[src/rtl/dpnmf_pkg.sv]
// Shared types, constants and helper functions of the dark pixel neighbour mean filter.
`default_nettype none

package dpnmf_pkg;

  localparam int MAX_HEIGHT_DEF = 1024;
  localparam int HEIGHT_MIN     = 3;

  localparam int PIX_W       = 8;
  localparam int CLEN_W      = 11;
  localparam int LIMIT_W     = 4;
  localparam int DARK_W      = 4;
  localparam int NEIGHBORS   = 8;
  localparam int NB_PAIRS    = 4;
  localparam int NB_CNT_W    = 3;
  localparam int SUM_W       = 11;
  localparam int RECIP_W     = 15;
  localparam int RECIP_SHIFT = 14;
  localparam int PROD_W      = SUM_W + RECIP_W;

  localparam int APB_AW = 4;
  localparam int APB_DW = 32;

  localparam int COLUMN_LENGTH_RESET = 28;
  localparam int DARK_LEVEL_RESET    = 5;
  localparam int DARK_LIMIT_RESET    = 5;

  typedef enum logic [1:0] {
    REG_COLUMN_LENGTH = 2'd0,
    REG_DARK_LEVEL    = 2'd1,
    REG_DARK_LIMIT    = 2'd2
  } reg_index_t;

  typedef struct packed {
    logic [PIX_W-1:0] pixel;
    logic             flush;
  } item_t;

  typedef struct packed {
    logic [PIX_W-1:0] value;
    logic             replaced;
    logic             frame_end;
  } result_t;

  typedef struct packed {
    logic [CLEN_W-1:0]  column_length;
    logic [PIX_W-1:0]   dark_level;
    logic [LIMIT_W-1:0] dark_neighbor_limit;
  } cfg_t;

  typedef enum logic [2:0] {
    ST_IDLE,
    ST_CHECK,
    ST_NEIGH,
    ST_DIVIDE,
    ST_OUTPUT
  } state_t;

  typedef struct packed {
    logic take;
    logic check;
    logic nb_step;
    logic divide;
    logic load;
  } cmd_t;

  typedef struct packed {
    logic emit_now;
    logic eligible;
    logic nb_done;
    logic out_free;
  } status_t;

  // Rounded-up reciprocal of the divisor scaled by two to the RECIP_SHIFT.
  function automatic logic [RECIP_W-1:0] recip(input logic [DARK_W-1:0] d);
    logic [RECIP_W-1:0] r;
    case (d)
      4'd1:    r = 15'd16384;
      4'd2:    r = 15'd8192;
      4'd3:    r = 15'd5462;
      4'd4:    r = 15'd4096;
      4'd5:    r = 15'd3277;
      4'd6:    r = 15'd2731;
      4'd7:    r = 15'd2341;
      4'd8:    r = 15'd2048;
      default: r = '0;
    endcase
    return r;
  endfunction

endpackage

`default_nettype wire

[src/rtl/dpnmf_regs.sv]
// APB-style configuration registers of the filter.
`default_nettype none

module dpnmf_regs import dpnmf_pkg::*; (
  input  logic              clk,
  input  logic              rst,
  input  logic              psel,
  input  logic              penable,
  input  logic              pwrite,
  input  logic [APB_AW-1:0] paddr,
  input  logic [APB_DW-1:0] pwdata,
  output logic [APB_DW-1:0] prdata,
  output cfg_t              cfg,
  output logic              restart
);

  logic       wr;
  logic [1:0] index;

  assign wr      = psel && penable && pwrite;
  assign index   = paddr[3:2];
  assign restart = wr && (index == REG_COLUMN_LENGTH);

  always_ff @(posedge clk) begin
    if (rst) begin
      cfg.column_length       <= CLEN_W'(COLUMN_LENGTH_RESET);
      cfg.dark_level          <= PIX_W'(DARK_LEVEL_RESET);
      cfg.dark_neighbor_limit <= LIMIT_W'(DARK_LIMIT_RESET);
    end else if (wr) begin
      case (index)
        REG_COLUMN_LENGTH: cfg.column_length       <= pwdata[CLEN_W-1:0];
        REG_DARK_LEVEL:    cfg.dark_level          <= pwdata[PIX_W-1:0];
        REG_DARK_LIMIT:    cfg.dark_neighbor_limit <= pwdata[LIMIT_W-1:0];
        default: begin
        end
      endcase
    end
  end

  always_comb begin
    case (index)
      REG_COLUMN_LENGTH: prdata = APB_DW'(cfg.column_length);
      REG_DARK_LEVEL:    prdata = APB_DW'(cfg.dark_level);
      REG_DARK_LIMIT:    prdata = APB_DW'(cfg.dark_neighbor_limit);
      default:           prdata = '0;
    endcase
  end

endmodule

`default_nettype wire

[config.mk]
export PLATFORM = sky130hd
export DESIGN_NAME = dpnmf_regs
export DESIGN_NICKNAME = d
export VERILOG_FILES = /design/src/rtl/dpnmf_pkg.sv /design/src/rtl/dpnmf_regs.sv
export SDC_FILE = /design/constraint.sdc
export NUM_CORES = 1
export LEC_CHECK = 0
export BUFFER_PORTS_ARGS = -buffer_cell sky130_fd_sc_hd__buf_2
export CAP_MARGIN = 0
export CORE_MARGIN = 2
export CORE_UTILIZATION = 40
export CTS_CLUSTER_DIAMETER = 150
export DETAILED_ROUTE_END_ITERATION = 12
export GPL_TIMING_DRIVEN = 0
export PLACE_DENSITY_LB_ADDON = 0.08
export SLEW_MARGIN = 10
export SYNTH_ARGS = -nofsm -noshare
export SYNTH_HDL_FRONTEND = slang
export SYNTH_SLANG_ARGS = --single-unit
export TNS_END_PERCENT = 100
[constraint.sdc]
create_clock -name clk -period 1.2 [get_ports clk]
set_input_delay 0.24 -clock clk [delete_from_list [all_inputs] [get_ports clk]]
set_output_delay 0.24 -clock clk [all_outputs]
set_load 0.02 [all_outputs]
==> Word-level counts from Yosys, hierarchy flattened <==
Cells that the tools add are included.
{ "word_totals": {"in_bits": 41, "register_bits": 23, "out_inout_bits": 56} }
{ "op_classes": {"n_mux": 1, "n_reduce_logical": 7, "n_eq_ne": 2} }
{ "op_table": {"columns": ["op", "count"], "rows": [
  ["$pmux 11 s3", 1],
  ["$reduce_and 2->1", 3],
  ["$logic_and 1x1->1", 3],
  ["$eq 2x1->1 const B", 1],
  ["$eq 2x2->1 const B", 1],
  ["$logic_not 2->1", 1]
]} }

==> Depth between registers and ports, before layout <==
Gate-level depths: netlist (run 1).
{ "logic_depth": {"depth_word": 3, "mapped_depth": 5, "ltp_nobuf": 4} }

==> Least setup slack after synthesis (run 1) <==
Ideal clock, no wire load.
{ "synth_path": {"path_type": "input -> output", "from": "input port paddr[3]", "to": "output port prdata[3]", "path_slack_ps": -263, "t_arrival_ps": 1223, "required_ps": 960, "stages": 4, "path_cell_list": "buf_2 -> buf_2 -> mux2i_1 -> o21ai_0"} }
{ "synth_via": {"elab_chain_len": 2, "elab_cells_between_ends": 4} }
{ "synth_rtl": {"columns": ["item", "line_no", "source"], "rows": [
  ["start: declaration", "dpnmf_regs.sv:10", "input logic [APB_AW-1:0] paddr,"],
  ["$eq 2x2->1, or another cell as far along", "dpnmf_regs.sv:41", "case (index)"],
  ["$pmux 11 s3 *", "dpnmf_regs.sv:41", null],
  ["end: declaration", "dpnmf_regs.sv:12", "output logic [APB_DW-1:0] prdata,"]
]} }
Every way passes the cells marked *; elsewhere a longest branch is shown, timed or not.

==> Worst setup path in the final report (run 1) <==
{ "layout_path": {"from": "register cfg[2] (netlist name)", "to": "output port prdata[2]"} }
{ "layout_via": {"elab_chain_len": 1} }
{ "layout_rtl": {"columns": ["item", "line_no", "source"], "rows": [
  ["start: declaration", "dpnmf_regs.sv:13", "output cfg_t cfg,"],
  ["$pmux 11 s3", "dpnmf_regs.sv:41", null]
]} }
Every way passes these cells.

==> results of run 1 <==
## power breakdown
group	leakage, nW	switching, mW	internal, mW
Sequential	0.191	0.00714	0.775
Clock	0.0177	0.242	0.124
Combinational	0.836	0.208	0.176
## cell families after synthesis
family / Yosys count / synth area share (%)
and+or+nand+nor: 48 / 21.0
buffers and inverters: 30 / 16.2
muxes: 24 / 18.7
DFF: 23 / 35.9
AOI/OAI and AO/OA: 16 / 7.99
other: 1 / 0.292
## timing repair
| action | 4_1_cts | 5_1_grt |
|---|---|---|
| setup buffers | 12 | 7 |
| pin swaps | 3 | 6 |
| gates resized for setup | 38 | 33 |
| setup endpoints to repair | 10 | 20 |
| endpoints found under the hold margin | 0 | 0 |
## synth_stat cells
| cell | number |
|---|---|
| and3_1 | 3 |
| nand3_1 | 6 |
| a211o_1 | 2 |
| nand2b_1 | 16 |
| mux2i_1 | 24 |
| nor2_1 | 11 |
| nor2b_4 | 1 |
| buf_2 | 4 |
| a21bo_2 | 1 |
| o31ai_1 | 4 |
| nand3b_1 | 1 |
| inv_1 | 1 |
| nor2_4 | 1 |
| and2_1 | 4 |
| conb_1 | 1 |
| nand2_1 | 4 |
| a21oi_1 | 5 |
| o21ai_0 | 4 |
| clkbuf_1 | 2 |
| buf_6 | 1 |
| nand2_2 | 1 |
| dfxtp_1 | 23 |
| buf_4 | 22 |
## worst register-to-register path, stage by stage (launching register included)
cell and delay (ns):
dfxtp_2 0.35, buf_4 0.13, a211o_1 0.24
## layout make-up
class                           count  area (µm²)
Multi-Input combinational cell    109         726
Fill cell                         292        1010
Buffer                             29         234
Timing Repair Buffer               69         513
Clock inverter                      1        5.00
Inverter                            1        6.26
Clock buffer                        3        22.5
Tap cell                           44        55.1
Sequential cell                    23         484
## final timing paths
| check | slack [ns] | from | endpoint |
|---|---|---|---|
| max | -0.12 | cfg[2] | prdata[2] |
| min | 0.15 | pwdata[10] | cfg[22] |
| max reg2reg | 0.39 | cfg[15] | cfg[15] |
| min reg2reg | 0.49 | cfg[22] | cfg[22] |
## through the flow
stage | setup TNS, ns | hold slack (ns)
after floorplan | 0 | 0.387
after global placement | -1.50 | 0.460
after detailed placement | -1.85 | 0.479
after CTS | -0.394 | 0.161
after global routing | -0.997 | 0.146
final | -0.444 | 0.154
## per-layer routing
metal | vias to the layer above | global-route usage (%)
li1 | 629 | -
met1 | 582 | 22.9
met2 | 49 | 35.2
met3 | 2 | 3.62
met4 | 0 | 5.59
met5 | - | 0
==> impl_metrics.tcl, run 1 <==
set metrics [dict create \
    outcome "finished, violations left" \
    violations "setup timing" \
    crit_buf_inv 1 \
    largest_register_ffs 23 \
    skew_ns 0 \
    wl_met3_um 240 \
    rows 20 \
    wl_per_cell_um 12.7 \
    clock_latency_ns 0.31 \
    fin_crit_ns 1.32 \
    ys_types 23 \
    p_total_mw 1.53 \
    ir_worst_vdd_mv 0.416 \
    synth.area.top_cells "dfxtp_1, mux2i_1, buf_4, nand2b_1, nor2_1" \
    startpoint_type "flip-flop" \
    hold_viol 0 \
    hold_buffers 0 \
    endpoint_kind "output pin" \
    grt_use_total_pct 19.3 \
    drive_gt1_share_pct 55.3 \
    synth-seq-cells 23 \
    clk_pin_slew_ns 0.14 \
    top_register "cfg" \
    drt-initial-drc-count 33 \
    path_depth 3 \
    crit_type "flip-flop to output pin" \
    setup_viol 8 \
    crit_required_ns 0.96 \
    gp_congestion 0.677 \
    chipHeight_um 60.7 \
    synth_area_per_cell_um2 9.04 \
    dp_slack_ns -0.190 \
    hold_class "input port to flip-flop" \
    top_layer_used "met4" \
    whs_path_depth 3 \
    vias 1262 \
    vias_per_cell 4.52 \
    grt_pass1_wl_um 5210 \
    cpMaxStageDelayCell "dfxtp_2" \
    cts_tree "yes" \
    final_cell_mix "buf_4, buf_2, mux2i_1" \
    antenna_cells 0 \
    antenna_found_initial 0 \
    synth.top_cell.area_share_pct 35.9 \
    leakage_nw 1.04 \
    post-route-util_pct 67.0 \
    nNetsFinal 277 \
    wl_met2_um 1850 \
    worstPathCellList "mux2i_1 -> o21ai_1 -> buf_4" \
    final_common_cell "buf_4" \
    rsz0062_at_grt "true" \
    drv_cap 0 \
    largestRegisters "cfg x23" \
    port_buffers 51 \
    post-route-period-util_pct 110 \
    numPlacedInstances 257 \
    wl_met1_um 1450 \
    syn_inst 142 \
    cts_buffer_depth 2 \
    yosysWarnings 0 \
    maxSlewViolCount 0 \
    grt.overflow.total 0 \
    synth_area_mm2 0.00128 \
    fmax_mhz 760 \
    core_area_mm2 0.00305 \
    final-instance-count-excl-fill 279 \
    dieWidth_um 60.7 \
    cts_buffers 3 \
    max_stage_delay_ns 0.35 \
    dpl-instance-area_mm2 0.00168 \
    firstDrtPassIters 4 \
    grt_pass1_vias 1129 \
    yosys.area.top_type "dfxtp_1" \
    initial_core_util_pct 42.0 \
    root_buffer "clkbuf_4" \
    critPathTopFamily "flip-flops" \
    power.density_mw_per_mm2 749 \
    cts_sinks 23 \
    postRouteAntennaNets 0 \
    postLayoutCellArea_mm2 0.00205 \
    drt_wl_total_um 3550 \
    grt_max_degree 14 \
    crit_fanout 2 \
    ys_seq_area_share_pct 35.9 \
    io_pins 97 \
    cp.arrival_ns 1.08 \
    dpl.hpwl_um 2350 \
    timing.final.ws_setup_ns -0.116 \
    drc 0 \
    cts_max_level 1 \
    die-area_mm2 0.00368 \
    rr_worst_depth 2 \
    area_delta_synth_final_pct 59.4 \
]
No activity file was read; power rests on OpenSTA's default activity.
==> inputs of run 2 (changes only) <==
==> constraint.sdc (replaced) <==
create_clock -name clk -period 1.2 [get_ports clk]
set_input_delay 0.18 -clock clk [delete_from_list [all_inputs] [get_ports clk]]
set_output_delay 0.18 -clock clk [all_outputs]
set_load 0.02 [all_outputs]
==> run 2 against run 1 <==
Net effect:
- the run still ends with setup timing left
- power decreased by 3.1%
- global-route usage down 0.94 points
- highest routed layer unchanged
- first-iteration DRC count up 24%
- sequential share of layout area grew 2.9 points
- largest cell class is now multi-input combinational cells
- critical path depth did not move
- combinational power shrank 13%
==> impl_metrics.tcl, run 2 (synthesized netlist as in run 1, its figures left out) <==
set metrics [dict create \
    clk_pin_slew_ns 0.14 \
    startpoint_type "flip-flop" \
    drt-initial-drc-count 41 \
    largestRegisters "cfg x23" \
    vias 1181 \
    fillCellCount 305 \
    worstPathCellList "mux2i_1 -> nor2_1 -> buf_4" \
    postRouteAntennaNets 0 \
    setup_viol 2 \
    initial_core_util_pct 42.0 \
    grt_pass1_wl_um 5020 \
    maxSlewViolCount 0 \
    max_stage_delay_ns 0.35 \
    leakage_nw 0.945 \
    root_buffer "clkbuf_4" \
    crit_buf_inv 1 \
    post-route-period-util_pct 101 \
    fin_crit_ns 1.21 \
    dieWidth_um 60.7 \
    nNetsFinal 265 \
    crit_start "cfg[8]" \
    cp.arrival_ns 1.03 \
    hold_start "pwdata[10]" \
    r2r-start "cfg[8]" \
    ir_worst_vdd_mv 0.476 \
    regArea_um2 480 \
    multiInputGateArea_um2 704 \
    grt_max_degree 14 \
    cts_buffers 3 \
    drv_cap 0 \
    die-area_mm2 0.00368 \
    antenna_cells 0 \
    drt_wl_total_um 3230 \
    cts_sinks 23 \
    grt_use_total_pct 18.3 \
    drive_gt1_share_pct 48.9 \
    drc 0 \
    area_delta_synth_final_pct 40.7 \
    hold_viol 0 \
    crit_fanout 3 \
    dp_slack_ns -0.119 \
    crit_type "flip-flop to output pin" \
    cts_tree "yes" \
    dpl.hpwl_um 2390 \
    final_cell_mix "buf_2, buf_4, mux2i_1" \
    cpMaxStageDelayCell "dfxtp_2" \
    grt.overflow.total 0 \
    cts_max_level 1 \
    rsz0062_at_grt "true" \
    largest_register_ffs 23 \
    holdWs_ns 0.102 \
    outcome "finished, violations left" \
    fmax_mhz 828 \
    cts_buffer_depth 2 \
    hold_class "input port to flip-flop" \
    violations "setup timing" \
    critPathTopFamily "flip-flops" \
    core_area_mm2 0.00305 \
    grt_pass1_vias 1063 \
    port_buffers 51 \
    clock_latency_ns 0.30 \
    gp_congestion 0.727 \
    final_common_cell "buf_2" \
    top_register "cfg" \
    crit_required_ns 1.02 \
    chipHeight_um 60.7 \
    vias_per_cell 4.42 \
    antenna_found_initial 0 \
    io_pins 97 \
    endpoint_kind "output pin" \
    firstDrtPassIters 6 \
    power.density_mw_per_mm2 822 \
    skew_ns 0 \
    rows 20 \
    timing.final.ws_setup_ns -0.00827 \
    wl_per_cell_um 12.1 \
]
-- run 2: cell types whose count changed in the layout (fill, tap and decap cells not counted), moves of 3 or more --
cell and change:
buf_2 +12, buf_4 -4, dfxtp_1 +3, buf_6 -17, dfxtp_2 -3
-- run 2: final cells by class --
class | instances | area share (%)
Buffer | 29 | 11.8
Timing Repair Buffer | 57 | 17.9
Multi-Input combinational cell | 109 | 39.0
Clock inverter | 1 | 0.277
Sequential cell | 23 | 26.6
Inverter | 1 | 0.208
Clock buffer | 3 | 1.25
Tap cell | 44 | 3.05
-- run 2: worst register-to-register path: stages, from the launching register on --
cell and delay [ns]:
dfxtp_2 0.36, a21bo_2 0.21, a21oi_1 0.15
-- run 2: stage by stage --
stage	TNS [ns]	utilization, %	power, mW	cell area (µm²)	cells
floorplan	0	-	1.03	1360	162
global placement	-0.443	54.7	1.10	1670	257
detailed placement	-0.528	54.7	1.11	1670	257
CTS	-0.0136	57.7	1.48	1760	263
global route	-0.450	59.2	1.56	1810	267
finish	-0.0103	59.2	1.48	1810	267
-- run 2: metal layers --
layer / share of wire [%] / vias to the layer above / track usage (%)
met5: 0 / - / 0
met1: 42 / 538 / 22.6
met2: 49 / 46 / 32.7
met3: 7.9 / 2 / 2.99
met4: 0.59 / 0 / 5.59
li1: - / 595 / -
-- run 2: path summary, 6_finish.rpt --
| path | slack (ns) | depth (start not counted) | end |
|---|---|---|---|
| setup / recovery | -0.008 | 3 | prdata[4] |
| hold / removal | 0.10 | 3 | cfg[22] |
| setup reg to reg | 0.41 | 2 | cfg[8] |
| hold reg to reg | 0.49 | 1 | cfg[16] |
-- run 2: timing repair --
action                                  4_1_cts  5_1_grt
endpoints found under the setup margin        9       10
setup buffers                                 2        4
hold buffers                                  0        0
resized for setup                            22        9
pin swaps                                     0        3
-- run 2: power by group --
part	internal, mW	switching (mW)
sequential	0.775	0.00752
clock	0.124	0.243
combinational	0.142	0.192
