--- src/rtl/dpnmf_pkg.sv ---
// Shared types, constants and helper functions of the dark pixel neighbour mean filter.
`default_nettype none

package dpnmf_pkg;

  localparam int MAX_HEIGHT_DEF = 1024;
  localparam int HEIGHT_MIN     = 3;

  localparam int PIX_W       = 8;
  localparam int CLEN_W      = 11;
  localparam int LIMIT_W     = 4;
  localparam int DARK_W      = 4;
  localparam int NEIGHBORS   = 8;
  localparam int NB_PAIRS    = 4;
  localparam int NB_CNT_W    = 3;
  localparam int SUM_W       = 11;
  localparam int RECIP_W     = 15;
  localparam int RECIP_SHIFT = 14;
  localparam int PROD_W      = SUM_W + RECIP_W;

  localparam int APB_AW = 4;
  localparam int APB_DW = 32;

  localparam int COLUMN_LENGTH_RESET = 28;
  localparam int DARK_LEVEL_RESET    = 5;
  localparam int DARK_LIMIT_RESET    = 5;

  typedef enum logic [1:0] {
    REG_COLUMN_LENGTH = 2'd0,
    REG_DARK_LEVEL    = 2'd1,
    REG_DARK_LIMIT    = 2'd2
  } reg_index_t;

  typedef struct packed {
    logic [PIX_W-1:0] pixel;
    logic             flush;
  } item_t;

  typedef struct packed {
    logic [PIX_W-1:0] value;
    logic             replaced;
    logic             frame_end;
  } result_t;

  typedef struct packed {
    logic [CLEN_W-1:0]  column_length;
    logic [PIX_W-1:0]   dark_level;
    logic [LIMIT_W-1:0] dark_neighbor_limit;
  } cfg_t;

  typedef enum logic [2:0] {
    ST_IDLE,
    ST_CHECK,
    ST_NEIGH,
    ST_DIVIDE,
    ST_OUTPUT
  } state_t;

  typedef struct packed {
    logic take;
    logic check;
    logic nb_step;
    logic divide;
    logic load;
  } cmd_t;

  typedef struct packed {
    logic emit_now;
    logic eligible;
    logic nb_done;
    logic out_free;
  } status_t;

  // Rounded-up reciprocal of the divisor scaled by two to the RECIP_SHIFT.
  function automatic logic [RECIP_W-1:0] recip(input logic [DARK_W-1:0] d);
    logic [RECIP_W-1:0] r;
    case (d)
      4'd1:    r = 15'd16384;
      4'd2:    r = 15'd8192;
      4'd3:    r = 15'd5462;
      4'd4:    r = 15'd4096;
      4'd5:    r = 15'd3277;
      4'd6:    r = 15'd2731;
      4'd7:    r = 15'd2341;
      4'd8:    r = 15'd2048;
      default: r = '0;
    endcase
    return r;
  endfunction

endpackage

`default_nettype wire

--- src/rtl/dpnmf_ctrl.sv ---
// Controller state machine that sequences each request through the datapath.
`default_nettype none

module dpnmf_ctrl import dpnmf_pkg::*; (
  input  logic    clk,
  input  logic    rst,
  input  logic    item_valid,
  input  status_t status,
  output logic    item_ready,
  output cmd_t    cmd
);

  state_t state;
  state_t state_next;

  always_ff @(posedge clk) begin
    if (rst) begin
      state <= ST_IDLE;
    end else begin
      state <= state_next;
    end
  end

  always_comb begin
    state_next = state;
    case (state)
      ST_IDLE: begin
        if (item_valid && status.emit_now) begin
          state_next = ST_CHECK;
        end
      end
      ST_CHECK: begin
        state_next = status.eligible ? ST_NEIGH : ST_OUTPUT;
      end
      ST_NEIGH: begin
        if (status.nb_done) begin
          state_next = ST_DIVIDE;
        end
      end
      ST_DIVIDE: begin
        state_next = ST_OUTPUT;
      end
      ST_OUTPUT: begin
        if (status.out_free) begin
          state_next = ST_IDLE;
        end
      end
      default: begin
        state_next = ST_IDLE;
      end
    endcase
  end

  always_comb begin
    cmd        = '0;
    item_ready = 1'b0;
    case (state)
      ST_IDLE: begin
        item_ready = 1'b1;
        cmd.take   = item_valid;
      end
      ST_CHECK: begin
        cmd.check = 1'b1;
      end
      ST_NEIGH: begin
        cmd.nb_step = 1'b1;
      end
      ST_DIVIDE: begin
        cmd.divide = 1'b1;
      end
      ST_OUTPUT: begin
        cmd.load = status.out_free;
      end
      default: begin
      end
    endcase
  end

endmodule

`default_nettype wire

--- config.mk ---
export PLATFORM = sky130hd
export DESIGN_NAME = dpnmf_ctrl
export DESIGN_NICKNAME = d
export VERILOG_FILES = /design/src/rtl/dpnmf_pkg.sv /design/src/rtl/dpnmf_ctrl.sv
export SDC_FILE = /design/constraint.sdc
export NUM_CORES = 1
export LEC_CHECK = 0
export ABC_CLOCK_PERIOD_IN_PS = 900
export BUFFER_PORTS_ARGS = -buffer_cell sky130_fd_sc_hd__buf_2
export CORE_AREA = 2 2 39 41
export CTS_CLUSTER_DIAMETER = 150
export CTS_CLUSTER_SIZE = 14
export DETAILED_ROUTE_END_ITERATION = 12
export DIE_AREA = 0 0 41 43
export PLACE_DENSITY = 0.34
export REMOVE_ABC_BUFFERS = 1
export SYNTH_ARGS = -nofsm -noshare
export SYNTH_HDL_FRONTEND = slang
export SYNTH_SLANG_ARGS = --single-unit
--- constraint.sdc ---
create_clock -name clk -period 0.9 [get_ports clk]
set_input_delay 0.135 -clock clk [delete_from_list [all_inputs] [get_ports clk]]
set_output_delay 0.135 -clock clk [all_outputs]
set_load 0.03 [all_outputs]
* Word-level counts from Yosys, hierarchy flattened
Cells that the tools add are included.
Cells by class: equality and inequality tests 7, mux-type cells 11, reductions and logical operators 3
Operators by type and width (number):
- $pmux 3 s5 | 1
- $mux 3 | 4
- $eq 3x2->1 const B | 2
- $mux 1 | 6
- $ne 2x2->1 const B | 3
- $eq 3x1->1 const B | 1
- $eq 3x3->1 const B | 1
- $logic_not 3->1 | 1
- $reduce_and 3->1 | 1
- $logic_and 1x1->1 | 1
Word-level totals: flip-flop bits (word level) 3, bits of input ports 7, output and inout bits 6, logic and storage cells 22

* Logic depth before layout (Yosys ltp)
Gate-level depths: netlist of the first run.
word-level depth 3, depth in mapped cells 4

* Worst setup path before layout of the first run
OpenSTA, ideal clock, no wires.
path kind register to output, start point reg state[0], end point out cmd[4] in the netlist's numbering, arrival 1.579 ns, required time 0.765 ns, setup slack -0.814 ns, stages on the path, launching flop included 4, buffers on the path 1, cells stage by stage dfxtp_1 -> buf_4 -> nor3_1 -> and2_1
RTL lines:
- from (decl) | line dpnmf_ctrl.sv:13 | state_t state;
- from (signal assigned) | line dpnmf_ctrl.sv:20 | state <= state_next;
- to (decl) | line dpnmf_ctrl.sv:10 | output cmd_t cmd

==> results of run 1 <==
## Yosys cell counts, drive strengths merged
| cell type | count |
|---|---|
| a2111oi | 1 |
| a31oi | 1 |
| and2 | 1 |
| and3 | 2 |
| buf | 1 |
| dfxtp | 3 |
| inv | 2 |
| mux2 | 1 |
| nand2 | 2 |
| nand2b | 1 |
| nand3 | 1 |
| nor2 | 1 |
| nor3 | 4 |
| nor4b | 1 |
## power breakdown
part	internal, mW	total, mW	switching (mW)
Combinational	0.0697	0.135	0.0651
Clock	0.166	0.239	0.0730
Sequential	0.135	0.148	0.0136
## kinds of logic (layout without fill, tap and decap cells)
family | Yosys count | after routing | share of synthesized area [%]
simple gates | 13 | 13 | 40.67
flops | 3 | 3 | 32.00
buf+inv | 3 | 24 | 7.998
compound gates | 2 | 2 | 11.33
mux | 1 | 1 | 7.998
## routing by layer
metal | vias up | routed length [microns] | track usage [%] | part of all wire [%]
li1 | 121 | - | - | -
met1 | 106 | 236 | 7.987 | 38
met2 | 16 | 278 | 13.44 | 45
met3 | 4 | 78 | 3.141 | 13
met4 | 0 | 25 | 10.00 | 4.0
met5 | - | 0 | 0 | 0
## area by class of cell
| class | count | area share, % |
|---|---|---|
| clock buffers | 4 | 6.667 |
| inverters | 2 | 1.905 |
| multi-input cells | 16 | 36.51 |
| flip-flops and latches | 3 | 18.10 |
| well taps | 16 | 5.079 |
| repair buffers | 18 | 31.75 |
## critical path, stage by stage, from the launching register on
cell,delay (ns)
dfxtp_4,0.38
inv_1,0.07
and3_2,0.21
buf_4,0.16
## layout by cell type, fill, tap and decap left out, types with 2 or more instances in the layout
| cell type | count |
|---|---|
| buf_4 | 9 |
| nor3_2 | 3 |
| buf_2 | 7 |
| buf_6 | 2 |
| dfxtp_4 | 3 |
| clkbuf_4 | 3 |
| nand2_1 | 2 |
## per-stage QoR
stage	setup TNS (ns)	hold WS [ns]	total power [mW]
after floorplan	-1.928	0.2039	0.2101
after global placement	-0.8632	0.3578	0.2564
after detailed placement	-1.019	0.3563	0.2565
after CTS	-1.876	0.1000	0.5201
after global routing	-2.250	0.1093	0.5479
final	-1.802	0.1016	0.5226
## repair_timing
action,4_1_cts,5_1_grt
endpoints found under the hold margin,0,0
resized for setup,13,8
pin swaps,4,1
buffers inserted,1,1
endpoints found under the setup margin,9,9
## worst paths after layout
check / start / end / slack (ns)
setup / recovery: state[2]$_SDFFE_PP0P_ / cmd[1] / -0.29
hold / removal: rst / state[0]$_SDFFE_PP0P_ / 0.10
setup reg to reg: state[0]$_SDFFE_PP0P_ / state[2]$_SDFFE_PP0P_ / -0.12
hold reg to reg: state[1]$_SDFFE_PP0P_ / state[0]$_SDFFE_PP0P_ / 0.55
==> reports/results.txt, run 1 <==
top area cells in the synthesized netlist - dfxtp_1 (32%), nor3_1 (8.0%), a2111oi_2 (8.0%)
FMAX - 0.8388 GHz
VDD IR-drop max - 421.6 uV
dpl hpwl - 455.8 microns
RSZ-0062 raised after global routing - yes
Crit Path Category - flip-flop to output pin
antenna violations before repair - 0
biggest regs - state x3
part of the Yosys area used for sequential elements - 32.00%
r2r worst-path depth - 4
WL/cell - 10.49 microns
Die Y - 43 microns
Worst-Margin Slew - 0.2462 ns
max_cap viols - 0
Clock Skews - 0.0009630 ns
CTS tree - done
die area - 1763 sq um
max reg flops - 3
DR DRC count - 0
Final WS setup - -0.2922 ns
nets - 51
P per Cell Area - 1326 nW/um^2
Reg area - 71.32 sq um
crit-path max FO - 6
n_diodes - 0
Root Buffer - clkbuf_4
DR vias/cell - 4.186
Area Growth Syn to Fin - 110.0%
Initial Util - 13.56%
TritonRoute pass-1 iters - 4
clock latency on the worst-skew pair - 0.24 ns
top-area cell type share of the netlist area - 32.00%
Starting DRT DRC Count - 1
Num CTS Buffers - 3
Crit path required time - 0.76 ns
worst hold path depth - 2
Post-CTS Hold Fix Bufs - 0
CP startpoint kind - flip-flop
HP Class - primary input to flip-flop
Most flops, register - state
total wire length - 619 microns
I/O pins - 13
largest net degree at the start of global routing - 8
failing checks - setup timing
syn_area_per_cell - 8.531 sq um
area leader, netlist - dfxtp_1
first-pass GRT wire length - 979 microns
Max H-tree Level - 1
antenna-violating nets left - 0
Synth warnings - 0
final hold vios - 0
# fillers - 166
Clock Sinks - 3
Final Critical Period - 1.192 ns
Die W - 41 microns
footprint of the multi-input gates - 143.9 sq um
gpl congestion - 0.6479
Worst slew margin - 83.36%
row count - 14
Max clock buf depth - 2
clock slew at reported path FFs - 0.04 ns
max-slew violation count - 0
Core Region - 1384 sq um
synthesized netlist cell count - 22
final core utilization - 28.48%
gr usage total - 8.918%
dpl cell area - 290.3 sq um
Post-Place Cells - 53
crit end category - output pin
synth unique cells - 17
Layout Cells excl Fill - 59
flops & latches, synth - 3
Mapped Area - 187.7 sq um
share of cells above drive strength 1 - 79.07%
Final Setup Violations - 9
Place WS - -0.1796 ns
DR vias - 247
gr ovfl total - 0
Worst EP arrival - 1.06 ns
Leak - 0.1789 nW
vias in the first global route - 255
outcome - finished with violations
IO buf count - 12
design area - 394.1 sq um
period utilisation layout - 132.5%
Note: power is estimated with default switching activity, not from simulation.
==> run 2, diff against run 1 <==
--- a/config.mk
+++ b/config.mk
@@ -5,14 +5,17 @@
 export SDC_FILE = /design/constraint.sdc
 export NUM_CORES = 1
 export LEC_CHECK = 0
+export ABC_AREA = 1
 export ABC_CLOCK_PERIOD_IN_PS = 900
 export BUFFER_PORTS_ARGS = -buffer_cell sky130_fd_sc_hd__buf_2
-export CORE_AREA = 2 2 39 41
+export CELL_PAD_IN_SITES_DETAIL_PLACEMENT = 2
+export CELL_PAD_IN_SITES_GLOBAL_PLACEMENT = 2
+export CORE_MARGIN = 2
+export CORE_UTILIZATION = 14
 export CTS_CLUSTER_DIAMETER = 150
 export CTS_CLUSTER_SIZE = 14
 export DETAILED_ROUTE_END_ITERATION = 12
-export DIE_AREA = 0 0 41 43
-export PLACE_DENSITY = 0.34
+export PLACE_DENSITY = 0.61
 export REMOVE_ABC_BUFFERS = 1
 export SYNTH_ARGS = -nofsm -noshare
 export SYNTH_HDL_FRONTEND = slang
==> run 2 against run 1 <==
Compared with the run above: the run still ends with setup timing left; combinational power rose to 2.8 times the previous value; non-clock buffer count fell by 2; first-iteration DRC count rose by 100%; critical path depth did not move; count of clock-buffer cells in the layout did not move; sequential cell count did not move; die area fell by 5.9%; clock skew rose by 0.0050 ns; worst hold slack got worse by 0.015 ns; largest cell class unchanged; setup slack got worse by 0.015 ns.
==> reports/results.txt, run 2 <==
CP startpoint kind - flip-flop
TritonRoute pass-1 iters - 4 (unchanged)
WL/cell - 11.19 microns (+6.6%)
final hold vios - 0 (unchanged)
Crit path required time - 0.76 ns (about the same)
flops & latches, synth - 3 (unchanged)
FF-to-FF setup slack - -0.08 ns (+0.04 ns)
Post-Place Cells - 58 (+9.4%)
Initial Util - 14.70% (+1.1 points)
gr ovfl total - 0 (unchanged)
Starting DRT DRC Count - 2 (+1)
max_cap viols - 0 (unchanged)
Most flops, register - state
DR DRC count - 0 (unchanged)
worst setup path start - state[2]$_SDFFE_PP0P_
biggest regs - state x3
synth unique cells - 12 (-5)
I/O pins - 13 (unchanged)
gpl congestion - 0.7256 (+12%)
syn_area_per_cell - 6.515 sq um (-24%)
VDD IR-drop max - 473.7 uV (+12%)
clock latency on the worst-skew pair - 0.24 ns (about the same)
Worst slew margin - 89.41% (+6.1 points)
nets - 57 (+12%)
Die W - 40.74 microns (-0.65%)
row count - 13 (-1)
Final Critical Period - 1.207 ns (+0.01516 ns)
dpl hpwl - 539 microns (+18%)
crit-path max FO - 5 (-1)
antenna violations before repair - 0 (unchanged)
RSZ-0062 raised after global routing - yes
total wire length - 716 microns (+16%)
FMAX - 0.8282 GHz (-1.3%)
vias in the first global route - 283 (+11%)
Clock Skews - 0.005937 ns (+0.004974 ns)
Post-CTS Hold Fix Bufs - 0 (unchanged)
DR vias - 265 (+7.3%)
most frequent cells in the layout - buf_2 (6), buf_4 (6), nor2_4 (4), nand2_1 (4), buf_6 (4)
part of the Yosys area used for sequential elements - 31.79% (-0.21 points)
first-pass GRT wire length - 1166 microns (+19%)
Post-synth ARST share - 0% (unchanged)
top area cells in the synthesized netlist - dfxtp_1 (32%), nor2_2 (13%), nor2_1 (9.9%)
setup TNS - -1.823 ns (-0.02130 ns)
max reg flops - 3 (unchanged)
IO buf count - 12 (unchanged)
ys flop type - dfxtp_1
die area - 1659 sq um (-5.9%)
Final Setup Violations - 7 (-2)
crit end category - output pin
CTS tree - done
Post-synth EDFFs - 0 (unchanged)
Die Y - 40.74 microns (-5.3%)
outcome - finished with violations
gr usage total - 11.25% (+2.3 points)
Crit Path Category - flip-flop to output pin
Area Growth Syn to Fin - 107.9%
P per Cell Area - 2032 nW/um^2 (+53%)
Max H-tree Level - 1 (unchanged)
Num CTS Buffers - 3 (unchanged)
Leak - 0.1864 nW (+4.1%)
DR vias/cell - 4.141 (-1.1%)
share of cells above drive strength 1 - 69.39% (-9.7 points)
Clock Sinks - 3 (unchanged)
Layout Cells excl Fill - 64 (+8.5%)
n_diodes - 0 (unchanged)
max-slew violation count - 0 (unchanged)
Core Region - 1285 sq um (-7.1%)
most common library cells after synthesis - nor2_1 (5), inv_2 (4), nand2_1 (4), nor2_2 (4), dfxtp_1 (3)
synthesized netlist cell count - 29 (+32%)
r2r worst-path depth - 6 (+2)
Root Buffer - clkbuf_4
area leader, netlist - dfxtp_1
Worst Setup EP - cmd[4]
# fillers - 152 (-8.4%)
Worst-Margin Slew - 0.1587 ns (-0.08750 ns)
HP Class - primary input to flip-flop
Max clock buf depth - 2 (unchanged)
Final WS setup - -0.3074 ns (-0.01516 ns)
antenna-violating nets left - 0 (unchanged)
Mapped Area - 188.9 sq um (+0.67%)
clock slew at reported path FFs - 0.04 ns (about the same)
Critical R2R Launch - state[2]$_SDFFE_PP0P_
failing checks - setup timing
period utilisation layout - 134.2% (+1.7 points)
Synth warnings - 0 (unchanged)
r2r endpoint - state[1]$_SDFFE_PP0P_
Worst EP arrival - 1.07 ns (about the same)
top-area cell type share of the netlist area - 31.79% (-0.21 points)
largest net degree at the start of global routing - 6 (-2)
cell with the most instances after synthesis - nor2_1
[run 2: cell count changes after synthesis, sizes merged, moves of 2 or more]
cell / change
nand2: +2
a21oi: +2
nor2: +9
inv: +3
nor3: -4
[run 2: layout make-up]
cell class	count	area, sq um	share of cell area, %
clock buffer	4	26.28	6.688
inverter	5	21.27	5.414
multi-input combinational	21	138.9	35.35
sequential	3	67.56	17.20
tap	15	18.77	4.777
timing repair buffer	16	120.1	30.57
[run 2: metal layers]
metal  routed length [microns]  vias to the layer above  global-route usage, %
li1                          -                      131                      -
met1                       287                      128                  11.00
met2                       404                        6                  21.03
met3                        24                        0                  3.804
met4                         0                        0                  5.000
met5                         0                        -                      0
[run 2: how the worst min path moves through the flow]
| stage | to | depth (start not counted) | slack (ns) | startpoint |
|---|---|---|---|---|
| 3_3_place_gp | state[1]$_SDFFE_PP0P_ | 2 | 0.34 | rst |
| 5_1_grt | state[2]$_SDFFE_PP0P_ | 2 | 0.08 | rst |
| 2_1_floorplan | state[1]$_SDFFE_PP0P_ | 1 | 0.20 | rst |
| 3_5_place_dp | state[1]$_SDFFE_PP0P_ | 2 | 0.34 | rst |
| 6_report | state[2]$_SDFFE_PP0P_ | 2 | 0.09 | rst |
| 4_1_cts | state[2]$_SDFFE_PP0P_ | 2 | 0.08 | rst |
[run 2: critical path, cell delays in order (launching register included)]
cell,delay (ns)
dfxtp_4,0.36
nor2_4,0.15
and3_4,0.20
buf_6,0.12
[run 2: kinds of logic (layout without fill, tap and decap cells)]
| family | count (synthesis) | in the layout | synth area share (%) |
|---|---|---|---|
| compound gates | 2 | 2 | 5.298 |
| buf+inv | 5 | 25 | 9.930 |
| flops | 3 | 3 | 31.79 |
| simple gates | 19 | 19 | 52.98 |
[run 2: timing repair]
| item | 4_1_cts | 5_1_grt |
|---|---|---|
| pin swaps | 0 | 4 |
| buffers inserted | 0 | 2 |
| resized for setup | 18 | 4 |
| setup endpoints to repair | 7 | 9 |
[run 2: power by group]
group | internal [mW] | switching (mW)
clock | 0.166 | 0.0714
combinational | 0.166 | 0.214
sequential | 0.153 | 0.0279
total | 0.485 | 0.313
[run 2: metrics by stage]
stage / util (%) / hold slack (ns) / worst slack (ns) / cell area, sq um / total power [mW]
final: 30.57 / 0.08648 / -0.3074 / 392.9 / 0.7984
after CTS: 28.53 / 0.08076 / -0.3084 / 366.6 / 0.7733
after floorplan: - / 0.2019 / -0.1870 / 188.9 / 0.3588
after global routing: 30.57 / 0.07843 / -0.3885 / 392.9 / 0.8697
after detailed placement: 22.01 / 0.3401 / -0.1491 / 282.8 / 0.4478
after global placement: 22.01 / 0.3375 / -0.1073 / 282.8 / 0.4371
